==> config.mk <==
export PLATFORM = sky130hd
export DESIGN_NAME = varint_stream_decoder_unit
export DESIGN_NICKNAME = d
export VERILOG_FILES = /design/src/rtl/vsd_pkg.sv /design/src/rtl/varint_stream_decoder_unit.sv
export SDC_FILE = /design/constraint.sdc
export NUM_CORES = 1
export LEC_CHECK = 0
export BUFFER_PORTS_ARGS = -buffer_cell sky130_fd_sc_hd__clkbuf_2
export CAP_MARGIN = 20
export CORE_MARGIN = 2
export CORE_UTILIZATION = 31
export CTS_BUF_LIST = sky130_fd_sc_hd__clkbuf_4
export DETAILED_ROUTE_END_ITERATION = 6
export PLACE_DENSITY = 0.44
export SLEW_MARGIN = 30
export SYNTH_ARGS = -nofsm -noshare
export SYNTH_HDL_FRONTEND = slang
export SYNTH_SLANG_ARGS = --single-unit
==> constraint.sdc <==
create_clock -name clk -period 8.69 [get_ports clk]
set_input_delay 1.738 -clock clk [delete_from_list [all_inputs] [get_ports clk]]
set_output_delay 1.738 -clock clk [all_outputs]
set_load 0.005 [all_outputs]
==> src/rtl/vsd_pkg.sv <==
// Package for the varint stream decoder: field widths, byte limits and stream widths.
// No dependencies; the top level refers to it by scoped names.
`default_nettype none

package vsd_pkg;

    // Field widths
    localparam int unsigned BYTE_W    = 8;
    localparam int unsigned PAYLOAD_W = 7;
    localparam int unsigned VALUE_W   = 64;
    localparam int unsigned HALF_W    = 32;
    localparam int unsigned COUNT_W   = 4;

    // Shift position counter: at most 7 * 9 = 63
    localparam int unsigned SHIFT_W   = 7;

    // Byte limits per width mode (35 and 70 payload bits)
    localparam logic [COUNT_W-1:0] LIMIT_SHORT = COUNT_W'(5);
    localparam logic [COUNT_W-1:0] LIMIT_LONG  = COUNT_W'(10);

    // Stream widths: tdata padded up to whole bytes
    localparam int unsigned IN_TDATA_W  = BYTE_W;
    localparam int unsigned IN_TUSER_W  = 2;
    localparam int unsigned OUT_FIELD_W = VALUE_W + COUNT_W;
    localparam int unsigned OUT_TDATA_W = ((OUT_FIELD_W + 7) / 8) * 8;
    localparam int unsigned OUT_PAD_W   = OUT_TDATA_W - OUT_FIELD_W;
    localparam int unsigned OUT_TUSER_W = 1;

endpackage

`default_nettype wire

==> src/rtl/varint_stream_decoder_unit.sv <==
// Channel  | Direction | Payload (low bit first)                        | Handshake
// s_axis   | in        | tdata: data_byte; tuser: long_mode, signed_mode | tvalid/tready
// m_axis   | out       | tdata: value, byte_count, zero pad; tuser: overlong | tvalid/tready
//
// One byte is taken per cycle unless stalled; a finished value appears on m_axis the cycle
// after its last byte is taken. The accumulator update and the zigzag decode sit between
// the state registers and the result register, so the rate is one byte per clock unless
// stalled. s_axis_tready is low only while a result is held and m_axis_tready is low.
// rst_n clears the decoder state and drops m_axis_tvalid.
//
// Top level of the LEB128 varint decoder with zigzag support.
// Depends on vsd_pkg.
`default_nettype none

module varint_stream_decoder_unit
(
    input  wire logic                             clk,
    input  wire logic                             rst_n,

    input  wire logic                             s_axis_tvalid,
    output      logic                             s_axis_tready,
    // [7:0] data_byte
    input  wire logic [vsd_pkg::IN_TDATA_W-1:0]   s_axis_tdata,
    // [0] long_mode, [1] signed_mode
    input  wire logic [vsd_pkg::IN_TUSER_W-1:0]   s_axis_tuser,

    output      logic                             m_axis_tvalid,
    input  wire logic                             m_axis_tready,
    // [63:0] value, [67:64] byte_count, [71:68] zero
    output      logic [vsd_pkg::OUT_TDATA_W-1:0]  m_axis_tdata,
    // [0] overlong
    output      logic [vsd_pkg::OUT_TUSER_W-1:0]  m_axis_tuser
);

    localparam int unsigned VW = vsd_pkg::VALUE_W;
    localparam int unsigned HW = vsd_pkg::HALF_W;
    localparam int unsigned CW = vsd_pkg::COUNT_W;
    localparam int unsigned SW = vsd_pkg::SHIFT_W;

    // Decoder state
    logic [VW-1:0] acc_reg,    acc_next;
    logic [CW-1:0] seen_reg,   seen_next;
    logic          long_reg,   long_next;
    logic          signed_reg, signed_next;

    // Result register
    logic          out_valid_reg;
    logic [VW-1:0] value_reg,    value_next;
    logic [CW-1:0] count_reg,    count_next;
    logic          overlong_reg, overlong_next;

    logic          accept;
    logic          first_byte;
    logic          cont;
    logic          emit;
    logic [SW-1:0] shift_amt;
    logic [VW-1:0] payload_shifted;
    logic [VW-1:0] acc_raw;
    logic [CW-1:0] limit;
    logic [HW-1:0] short_zz;

    // Take a byte whenever the result register is free or being emptied
    assign s_axis_tready = !out_valid_reg || m_axis_tready;
    assign accept        = s_axis_tvalid && s_axis_tready;

    // Accumulate one byte and decide whether the value is complete
    always_comb
    begin
        first_byte  = (seen_reg == '0);
        cont        = s_axis_tdata[vsd_pkg::BYTE_W-1];
        long_next   = first_byte ? s_axis_tuser[0] : long_reg;
        signed_next = first_byte ? s_axis_tuser[1] : signed_reg;

        shift_amt       = SW'(seen_reg) * SW'(7);
        payload_shifted = VW'(s_axis_tdata[vsd_pkg::PAYLOAD_W-1:0]) << shift_amt;
        acc_raw         = (first_byte ? '0 : acc_reg) | payload_shifted;
        if (!long_next)
        begin
            acc_raw[VW-1:HW] = '0;
        end

        seen_next = seen_reg + CW'(1);
        limit     = long_next ? vsd_pkg::LIMIT_LONG : vsd_pkg::LIMIT_SHORT;
        emit      = !cont || (seen_next >= limit);

        // Finish: zigzag decode in signed mode and extend to 64 bits
        short_zz = (acc_raw[HW-1:0] >> 1) ^ {HW{acc_raw[0]}};
        if (long_next)
        begin
            value_next = signed_next ? ((acc_raw >> 1) ^ {VW{acc_raw[0]}}) : acc_raw;
        end
        else
        begin
            value_next = signed_next ? {{(VW-HW){short_zz[HW-1]}}, short_zz}
                                     : {{(VW-HW){1'b0}}, acc_raw[HW-1:0]};
        end
        count_next    = seen_next;
        overlong_next = cont;

        acc_next = emit ? '0 : acc_raw;
        if (emit)
        begin
            seen_next = '0;
        end
    end

    // Advance the decoder state on each accepted byte
    always_ff @(posedge clk or negedge rst_n)
    begin
        if (!rst_n)
        begin
            acc_reg    <= '0;
            seen_reg   <= '0;
            long_reg   <= 1'b0;
            signed_reg <= 1'b0;
        end
        else if (accept)
        begin
            acc_reg    <= acc_next;
            seen_reg   <= seen_next;
            long_reg   <= long_next;
            signed_reg <= signed_next;
        end
    end

    // Hold the result until the word is taken
    always_ff @(posedge clk or negedge rst_n)
    begin
        if (!rst_n)
        begin
            out_valid_reg <= 1'b0;
        end
        else if (accept && emit)
        begin
            out_valid_reg <= 1'b1;
        end
        else if (m_axis_tready)
        begin
            out_valid_reg <= 1'b0;
        end
    end

    // Load the result payload
    always_ff @(posedge clk)
    begin
        if (accept && emit)
        begin
            value_reg    <= value_next;
            count_reg    <= count_next;
            overlong_reg <= overlong_next;
        end
    end

    assign m_axis_tvalid = out_valid_reg;
    assign m_axis_tdata  = {{vsd_pkg::OUT_PAD_W{1'b0}}, count_reg, value_reg};
    assign m_axis_tuser  = overlong_reg;

endmodule

`default_nettype wire

==> reports/results.txt, run 1 <==
status: finished clean
I/O Buffers: 84
VDD IR max: 0.216 mV
first-pass GRT wire length: 38.6 mm
CTS Hold Bufs: 0
Area after DPL: 8740 sq um
Worst Path Arrival: 5330 ps
non-filler instance count after layout: 1200
Fin. Hold Viols: 0
power share of the clock group: 14.8%
power per cell area: 341 nW/um^2
Yosys cell types: 51
largest cells by area after synthesis: edfxtp_1 (25%), dfrtp_1 (22%), nand2_1 (8.4%), a22o_1 (6.6%), o211ai_1 (5.8%)
WL final: 23.9 mm
Rows: 59
area of the core: 26100 sq um
die height: 167 microns
synthesized cell area: 8210 sq um
Lkg Pwr: 3.27 nW
Worst Tran Pin Value: 950 ps
largest net degree at the start of global routing: 98
Area Growth Syn to Fin: 10.0%
ratio of cells with drive above 1 in the final layout: 18.3%
Syn. warnings: 0
total CTS buffers: 17
RR Startpoint: seen_reg[0]
RD Place Congestion: 0.734
Clock Sink Count: 140
Mean Syn Cell Area: 9.85 sq um
initial antenna violation count: 1
# setup viols final: 0
Crit. Startpoint: seen_reg[0]
crit end category: flop
drt first pass iters: 5
Die Area: 27800 sq um
final clock skew: 25.5 ps
fill count: 2662
Initial Utilization: 31.5%
worst-case clock buffer depth: 2
Syn Inst Count: 834
Rel. slew slack: 36.7%
largest area contributor in the netlist: edfxtp_1
H-tree levels: 4
top_reg_cell synth: dfrtp_1
Max FO, Critical Path: 58
Max Fclk: 0.195 GHz
max-slew violations: 0
RSZ-0062 raised after global routing: false
sequential share of power: 33.7%
sequential area share after synthesis: 46.9%
hpwl dp: 13.6 mm
GRT overflow: 0
hold slack final: 513 ps
Worst setup SP type: flop
Setup TNS Final: 0 ps
vias post-DR: 6658
fin crit period: 5140 ps
Post-route DRC: 0
CTS tree: done
Switching Share: 47.4%
final-stage net count: 868
number of synthesized flops with an enable pin: 69
Int Power: 0.00162 W
Die Wd: 167 microns
Finished Cell Area: 9040 sq um
vias per cell: 5.55
crit share post-route: 59.1%
clk root buf: clkbuf_4
P_sw: 0.00146 W
I/O Pins: 89
Post-synth ARST share: 50.7%
per-cell routed wire length: 19.9 microns
Combinational Power Share: 51.5%
Seq cells post-synth: 140
remaining antenna violation count: 0
vias in the first global route: 6355
Yosys top cell area share: 25.2%
Post-CTS Setup Bufs: 0
critical setup path kind: flop to flop
Max-Cap Viols: 0
Clk Latency, worst-skew pair: 570 ps
Initial DRC Count: 751
PostCTS Resize Cnt: 0
hold_sp: acc_reg[4]
Placed Instances: 1167
Hold Path Class: flop to flop
GRT Total Usage: 17.4%
CP required: 8880 ps
Reg clk slew, reported paths: 140 ps
## stage by stage
step	setup WS [ps]	power [W]	utilization, %
floorplan	2490	0.00225	-
global placement	3130	0.00265	33.5
detailed placement	3130	0.00265	33.5
CTS	3520	0.00312	34.7
global route	3180	0.00332	34.7
finish	3550	0.00308	34.7
## synthesized netlist by cell type, types with 3 or more instances
cell type	count
xnor2_1	31
and4_1	31
nand2_1	183
nor2_1	5
nor2b_1	5
dfrtp_1	71
clkbuf_1	58
a221oi_2	9
a221oi_1	21
o2111ai_1	16
and2_1	15
a22o_1	62
o21ai_1	5
edfxtp_1	69
buf_2	22
inv_1	7
buf_6	10
o211ai_1	63
nand4_1	49
a32o_1	4
buf_1	5
ha_1	3
a21oi_1	4
buf_4	8
o21ai_0	29
nand3_1	16
## final cells by class
class | count | area (sq um) | share of cell area, %
repair buffers | 98 | 533 | 5.90
well taps | 335 | 419 | 4.64
inverters | 7 | 26.3 | 0.291
clock buffers | 17 | 128 | 1.41
flip-flops and latches | 140 | 3850 | 42.6
diodes | 1 | 2.50 | 0.0277
clock inverters | 15 | 165 | 1.83
multi-input cells | 587 | 3920 | 43.3
## placed cells by master (no fill, tap or decap), types with 7 or more instances in the layout
cell / instances
nand2_1: 182
clkbuf_2: 83
dfrtp_1: 71
edfxtp_1: 69
o211ai_1: 63
a22o_1: 61
nand4_1: 49
and4_1: 31
xnor2_1: 31
o21ai_0: 29
a221oi_1: 21
clkbuf_4: 17
nand3_1: 16
o2111ai_1: 16
and2_1: 15
buf_4: 12
a221oi_2: 9
inv_1: 7
## worst max-delay path, cell delays in order, from the launching register on
cell	delay, ps
dfrtp_1	600
inv_1	160
ha_1	170
or3b_2	490
mux2_4	690
inv_1	180
ha_1	380
nor2b_1	130
o21ai_0	230
o21ai_4	200
buf_4	420
o2bb2ai_4	320
buf_4	720
## power by group through the flow
stage | combinational, W | clock [W] | sequential, W
floorplan | 0.00120 | 0 | 0.00105
global placement | 0.00159 | 0 | 0.00105
detailed placement | 0.00160 | 0 | 0.00105
CTS | 0.00161 | 0.000475 | 0.00104
global route | 0.00176 | 0.000500 | 0.00106
finish | 0.00159 | 0.000457 | 0.00104
## final timing paths
kind	to	slack, ps	cells past startpoint
worst min register to register	acc_reg[4]	510	2
min in group asynchronous	acc_reg[45]	1280	2
worst max-delay path	value_reg[2]	3550	12
max in group asynchronous	acc_reg[26]	6900	2
worst min-delay path	acc_reg[4]	510	2
worst max register to register	value_reg[2]	3550	12
## kinds of logic (layout without fill, tap and decap cells)
group / after synthesis / after routing / share of synthesized area, %
flip-flops: 140 / 140 / 46.9
XOR/XNOR: 33 / 33 / 3.52
buffers and inverters: 110 / 137 / 6.64
adder cells (fa/ha/maj): 3 / 3 / 0.457
other: 1 / 5 / 0.0457
AND/OR/NAND/NOR: 320 / 320 / 20.0
multiplexers: 3 / 3 / 0.487
AO/OA/AOI/OAI: 224 / 224 / 22.0
## metal layers
| layer | wire [microns] | GRT usage (%) | vias up |
|---|---|---|---|
| met5 | 0 | 0 | - |
| met4 | 199 | 4.16 | 0 |
| met3 | 1130 | 2.95 | 11 |
| met2 | 9980 | 24.1 | 171 |
| met1 | 12600 | 27.8 | 3277 |
| li1 | - | - | 3199 |
Power figures use the tool's default switching activity.
==> run 2: changes to the inputs <==
==> constraint.sdc (replaced) <==
create_clock -name clk -period 4.8 [get_ports clk]
set_input_delay 0.96 -clock clk [delete_from_list [all_inputs] [get_ports clk]]
set_output_delay 0.96 -clock clk [all_outputs]
set_load 0.005 [all_outputs]
==> run 2 against run 1 <==
Compared with the run above: critical endpoint is now value_reg[53]; via count rose by 0.44%; final cell count rose by 0.67%; hold slack lost 8.7 ps; sequential share of layout area shrank 0.50 points; clock-buffer cell count increased by 2; global-route usage decreased by 0.059 points.
==> reports/results.txt, run 2 (synthesis results as in run 1) <==
Hold Path Class: input port to asynchronous set/reset pin
Max Fclk: 0.276 GHz (+42%)
RSZ-0062 raised after global routing: false
CTS Hold Bufs: 0 (unchanged)
VDD IR max: 0.682 mV (+210%)
crit end category: flop
Reg clk slew, reported paths: 140 ps (about the same)
Setup TNS Final: 0 ps (unchanged)
final clock skew: 21.5 ps (-3.99 ps)
first-pass GRT wire length: 38.2 mm (-1.0%)
area taken by multi-input logic gates: 3890 sq um (-0.54%)
Area after DPL: 8800 sq um (+0.73%)
PostCTS Resize Cnt: 0 (unchanged)
fill count: 2613 (-1.8%)
Initial DRC Count: 631 (-16%)
RR Startpoint: seen_reg[1]
Rel. slew slack: 36.2% (-0.47 points)
CP cell instances: inv_1 > ha_1 > or3b_2 > mux2_4 > buf_4 > buf_4 > nand2_1 > a221oi_2
Final Util: 35.1% (+0.41 points)
clk root buf: clkbuf_4
Finished Cell Area: 9140 sq um (+1.2%)
# setup viols final: 0 (unchanged)
Post-CTS Setup Bufs: 0 (unchanged)
ratio of cells with drive above 1 in the final layout: 18.9% (+0.66 points)
Crit. Startpoint: seen_reg[1]
Rows: 59 (unchanged)
register-to-register setup slack: 1180 ps (-2370 ps)
Max FO, Critical Path: 73 (+26%)
worst-case clock buffer depth: 2 (unchanged)
vias in the first global route: 6148 (-3.3%)
Max-Cap Viols: 0 (unchanged)
Area Growth Syn to Fin: 11.3%
worst r2r path cells: 8 (-4)
final worst slack: 1180 ps (-2370 ps)
power per cell area: 624 nW/um^2 (+83%)
Lkg Pwr: 3.33 nW (+1.7%)
Setup crit end: value_reg[53]
fin crit period: 3620 ps (-1520 ps)
Worst Tran Pin Value: 949 ps (-0.788 ps)
most used cell, CP: buf_4
GRT Total Usage: 17.4% (-0.059 points)
GRT overflow: 0 (unchanged)
RD Place Congestion: 0.713 (-2.8%)
Clk Latency, worst-skew pair: 560 ps (about the same)
H-tree levels: 4 (unchanged)
vias post-DR: 6687 (+0.44%)
commonest non-fill, non-tap cell in the layout: nand2_1
hpwl dp: 13.6 mm (+0.60%)
Sequential cell area: 3850 sq um (unchanged)
area of the core: 26100 sq um (unchanged)
Post-route DRC: 0 (unchanged)
per-cell routed wire length: 20.0 microns (+0.35%)
status: finished clean
vias per cell: 5.54 (-0.23%)
most frequent cells in the layout: nand2_1 (182), clkbuf_2 (83), dfrtp_1 (71)
remaining antenna violation count: 0 (unchanged)
total CTS buffers: 17 (unchanged)
drt first pass iters: 4 (-1)
final-stage net count: 875 (+0.81%)
max-slew violations: 0 (unchanged)
max incr delay on CP: 670 ps (-50 ps)
Worst setup SP type: flop
crit share post-route: 75.4% (+16 points)
Die Area: 27800 sq um (unchanged)
Fin. Hold Viols: 0 (unchanged)
Slowest-stage cell, CP: buf_4
I/O Buffers: 84 (unchanged)
critical setup path kind: flop to flop
Clock Sink Count: 140 (unchanged)
largest net degree at the start of global routing: 98 (unchanged)
CP required: 5170 ps (-3710 ps)
R2R Path End: value_reg[53]
Worst Path Arrival: 3990 ps (-1340 ps)
I/O Pins: 89 (unchanged)
WL final: 24.1 mm (+1.0%)
CTS tree: done
initial antenna violation count: 1 (unchanged)
die height: 167 microns (unchanged)
pre-CTS setup slack: 1200 ps (-1930 ps)
Die Wd: 167 microns (unchanged)
Initial Utilization: 31.5% (unchanged)
[run 2: cell count changes in the layout (fill, tap and decap cells not counted), moves of 2 or more]
cell | before | now
buf_4 | 12 | 17
bufinv_16 | 2 | 4
clkbuf_4 | 17 | 19
clkinv_4 | 5 | 1
clkinvlp_4 | 2 | 4
[run 2: worst min-delay path by stage]
| stage | startpoint | end | slack [ps] | depth (start not counted) |
|---|---|---|---|---|
| final | rst_n | acc_reg[44] | 500 | 2 |
| after CTS | rst_n | acc_reg[19] | 510 | 2 |
| after global placement | acc_reg[17] | acc_reg[17] | 480 | 2 |
| after detailed placement | acc_reg[25] | acc_reg[25] | 490 | 2 |
| after floorplan | long_reg | long_reg | 460 | 2 |
| after global routing | rst_n | acc_reg[44] | 530 | 2 |
[run 2: stage by stage]
| step | total power [W] | cells | hold slack (ps) |
|---|---|---|---|
| 2_1_floorplan | 0.00406 | 837 | 464 |
| 3_3_place_gp | 0.00485 | 1173 | 481 |
| 3_5_place_dp | 0.00485 | 1174 | 487 |
| 4_1_cts | 0.00579 | 1206 | 514 |
| 5_1_grt | 0.00613 | 1208 | 530 |
| 6_report | 0.00571 | 1208 | 505 |
[run 2: final cells by class]
type                    count  area share, %
diodes                      2         0.0547
multi-input cells         587           42.6
clock buffers              19           1.56
clock inverters            13           2.08
well taps                 335           4.58
inverters                   7          0.287
repair buffers            105           6.76
flip-flops and latches    140           42.1
[run 2: per-layer routing]
| metal | track usage [%] | up-vias | share of wire (%) |
|---|---|---|---|
| met5 | 0 | - | 0 |
| met4 | 3.67 | 0 | 1.1 |
| met3 | 3.66 | 16 | 5.1 |
| met2 | 24.0 | 188 | 43 |
| met1 | 27.4 | 3267 | 51 |
| li1 | - | 3216 | - |
[run 2: report_power, final]
part / leakage [nW] / internal, W / switching, W
combinational: 1.52 / 0.000926 / 0.00201
clock: 0.166 / 0.000429 / 0.000481
sequential: 1.64 / 0.00173 / 0.000130
[run 2: worst max-delay path, delay by kind of cell, from the launching register on]
kind / cells / cell delay (ps)
AOI/OAI and AO/OA: 1 / 330
adders and majority gates: 1 / 130
DFF: 1 / 570
buffers and inverters: 3 / 1350
muxes: 1 / 240
and+or+nand+nor: 2 / 770
==> run 3: changes to the inputs <==
==> constraint.sdc (replaced) <==
create_clock -name clk -period 3.7 [get_ports clk]
set_input_delay 0.74 -clock clk [delete_from_list [all_inputs] [get_ports clk]]
set_output_delay 0.74 -clock clk [all_outputs]
set_load 0.005 [all_outputs]
==> run 3 against run 2 <==
Compared with the run above: via count grew 0.40%; worst setup slack got worse by 680 ps; sequential power grew 28%; routed wire length down 0.75%; core utilization grew 0.34 points; design area up 0.96%; flip-flop and latch count is the same; combinational power up 36%; hold slack got worse by 390 ps; global-route usage is 0.083 points lower; clock power up 25%; clock-buffer cell count shrank 2; largest cell class unchanged.
==> reports/results.txt, run 3 (synthesis results as in run 1) <==
Worst setup SP type: flop
Hold Path Class: input port to asynchronous set/reset pin
RR Startpoint: seen_reg[0]
length of routed met2 wiring: 10.1 mm (-2.5%)
Clock Sink Count: 140 (unchanged)
top routing layer in use: met4
Max-Cap Viols: 0 (unchanged)
WL final: 23.9 mm (-0.75%)
die height: 167 microns (unchanged)
RSZ-0062 raised after global routing: false
critical setup path kind: flop to flop
Die Area: 27800 sq um (unchanged)
power per cell area: 814 nW/um^2 (+30%)
Reg clk slew, reported paths: 160 ps (+20 ps)
vias in the first global route: 6235 (+1.4%)
Post-CTS Setup Bufs: 0 (unchanged)
Area after DPL: 8910 sq um (+1.2%)
vias post-DR: 6714 (+0.40%)
met3 wire length: 1.02 mm (-16%)
GRT Total Usage: 17.3% (-0.083 points)
vias per cell: 5.52 (-0.34%)
# setup viols final: 0 (unchanged)
total CTS buffers: 17 (unchanged)
most frequent cells in the layout: nand2_1 (182), clkbuf_2 (83), dfrtp_1 (71)
Fin. Hold Viols: 0 (unchanged)
Crit. Startpoint: seen_reg[0]
I/O Buffers: 84 (unchanged)
Post-route DRC: 0 (unchanged)
non-filler instance count after layout: 1217 (+0.75%)
drt first pass iters: 5 (+1)
register-to-register setup slack: 510 ps (-680 ps)
worst-case clock buffer depth: 2 (unchanged)
Area Growth Syn to Fin: 12.4%
VDD IR max: 0.492 mV (-28%)
M1 WL: 12.6 mm (+2.9%)
area of the core: 26100 sq um (unchanged)
Initial DRC Count: 647 (+2.5%)
CP required: 4160 ps (-1010 ps)
worst r2r path cells: 11 (+3)
Setup TNS Final: 0 ps (unchanged)
Slowest-stage cell, CP: buf_4
Lkg Pwr: 3.38 nW (+1.5%)
Rows: 59 (unchanged)
crit end category: flop
first-pass GRT wire length: 38.3 mm (+0.42%)
largest net degree at the start of global routing: 138 (+41%)
status: finished clean
Worst Tran Pin Value: 880 ps (-68.8 ps)
CTS tree: done
power after layout: 0.00752 W (+32%)
Placed Instances: 1183 (+0.77%)
Finished Cell Area: 9230 sq um (+0.96%)
GRT overflow: 0 (unchanged)
Clk Latency, worst-skew pair: 550 ps (about the same)
commonest non-fill, non-tap cell in the layout: nand2_1
fin crit period: 3190 ps (-422 ps)
H-tree levels: 4 (unchanged)
per-cell routed wire length: 19.7 microns (-1.5%)
crit share post-route: 86.3% (+11 points)
final clock skew: 29.2 ps (+7.70 ps)
R2R Path End: acc_reg[33]
clk root buf: clkbuf_4
remaining antenna violation count: 0 (unchanged)
hpwl dp: 14.0 mm (+2.8%)
Rel. slew slack: 41.2% (+5.0 points)
RD Place Congestion: 0.698 (-2.1%)
max incr delay on CP: 630 ps (-40 ps)
Setup crit end: acc_reg[33]
Initial Utilization: 31.5% (unchanged)
Die Wd: 167 microns (unchanged)
Max Fclk: 0.313 GHz (+13%)
most used cell, CP: buf_4
Worst Path Arrival: 3650 ps (-340 ps)
PostCTS Resize Cnt: 0 (unchanged)
ratio of cells with drive above 1 in the final layout: 20.0% (+1.1 points)
final-stage net count: 884 (+1.0%)
CTS Hold Bufs: 0 (unchanged)
max-slew violations: 0 (unchanged)
I/O Pins: 89 (unchanged)
Max FO, Critical Path: 63 (-14%)
CP cell instances: inv_1 > ha_1 > or3b_2 > mux2_4 > inv_2 > ha_4 > nor3_4 > buf_4 > nor2_1 > buf_4 > o211ai_1
hold slack final: 111 ps (-394 ps)
initial antenna violation count: 1 (unchanged)
## run 3: cell count changes in the layout (fill, tap and decap cells not counted), moves of 2 or more
cell        before  now
clkinv_4         1    4
buf_4           17   26
buf_12           1    5
clkbuf_4        19   17
buf_6            2    0
clkinvlp_4       4    1
## run 3: worst min path at each step
stage | startpoint | to | depth (start not counted) | slack [ps]
6_report | rst_n | acc_reg[43] | 1 | 110
3_3_place_gp | acc_reg[6] | acc_reg[6] | 2 | 480
3_5_place_dp | acc_reg[22] | acc_reg[22] | 2 | 490
4_1_cts | rst_n | acc_reg[43] | 1 | 80
2_1_floorplan | rst_n | acc_reg[0] | 0 | 440
5_1_grt | rst_n | acc_reg[43] | 1 | 90
## run 3: final cells by class
cell class	instances	area, sq um
well taps	335	419
repair buffers	114	711
inverters	7	26.3
diodes	2	5.00
fillers	2663	16800
multi-input cells	587	3910
clock buffers	17	128
clock inverters	15	188
flip-flops and latches	140	3850
## run 3: per-stage QoR
step           utilization [%]  setup WS, ps
3_3_place_gp              34.2           559
6_report                  35.4           505
5_1_grt                   35.4           259
4_1_cts                   35.4           453
2_1_floorplan                -          9.57
3_5_place_dp              34.2           505
## run 3: critical path: cells and delay by family, from the launching register on
family / cells / cell delay [ps]
simple gates: 3 / 760
mux: 1 / 340
buf+inv: 4 / 1070
compound gates: 1 / 200
flops: 1 / 400
fa+ha+maj: 2 / 360
## run 3: power by group
| part | switching [W] | leakage, nW | internal (W) |
|---|---|---|---|
| Sequential | 0.000135 | 1.64 | 0.00224 |
| Clock | 0.000653 | 0.167 | 0.000482 |
| Combinational | 0.00269 | 1.58 | 0.00131 |
## run 3: metal layers
layer	vias to the layer above	GRT usage, %
met4	0	3.26
met2	168	23.9
li1	3230	-
met3	10	3.35
met5	-	0
met1	3306	27.6
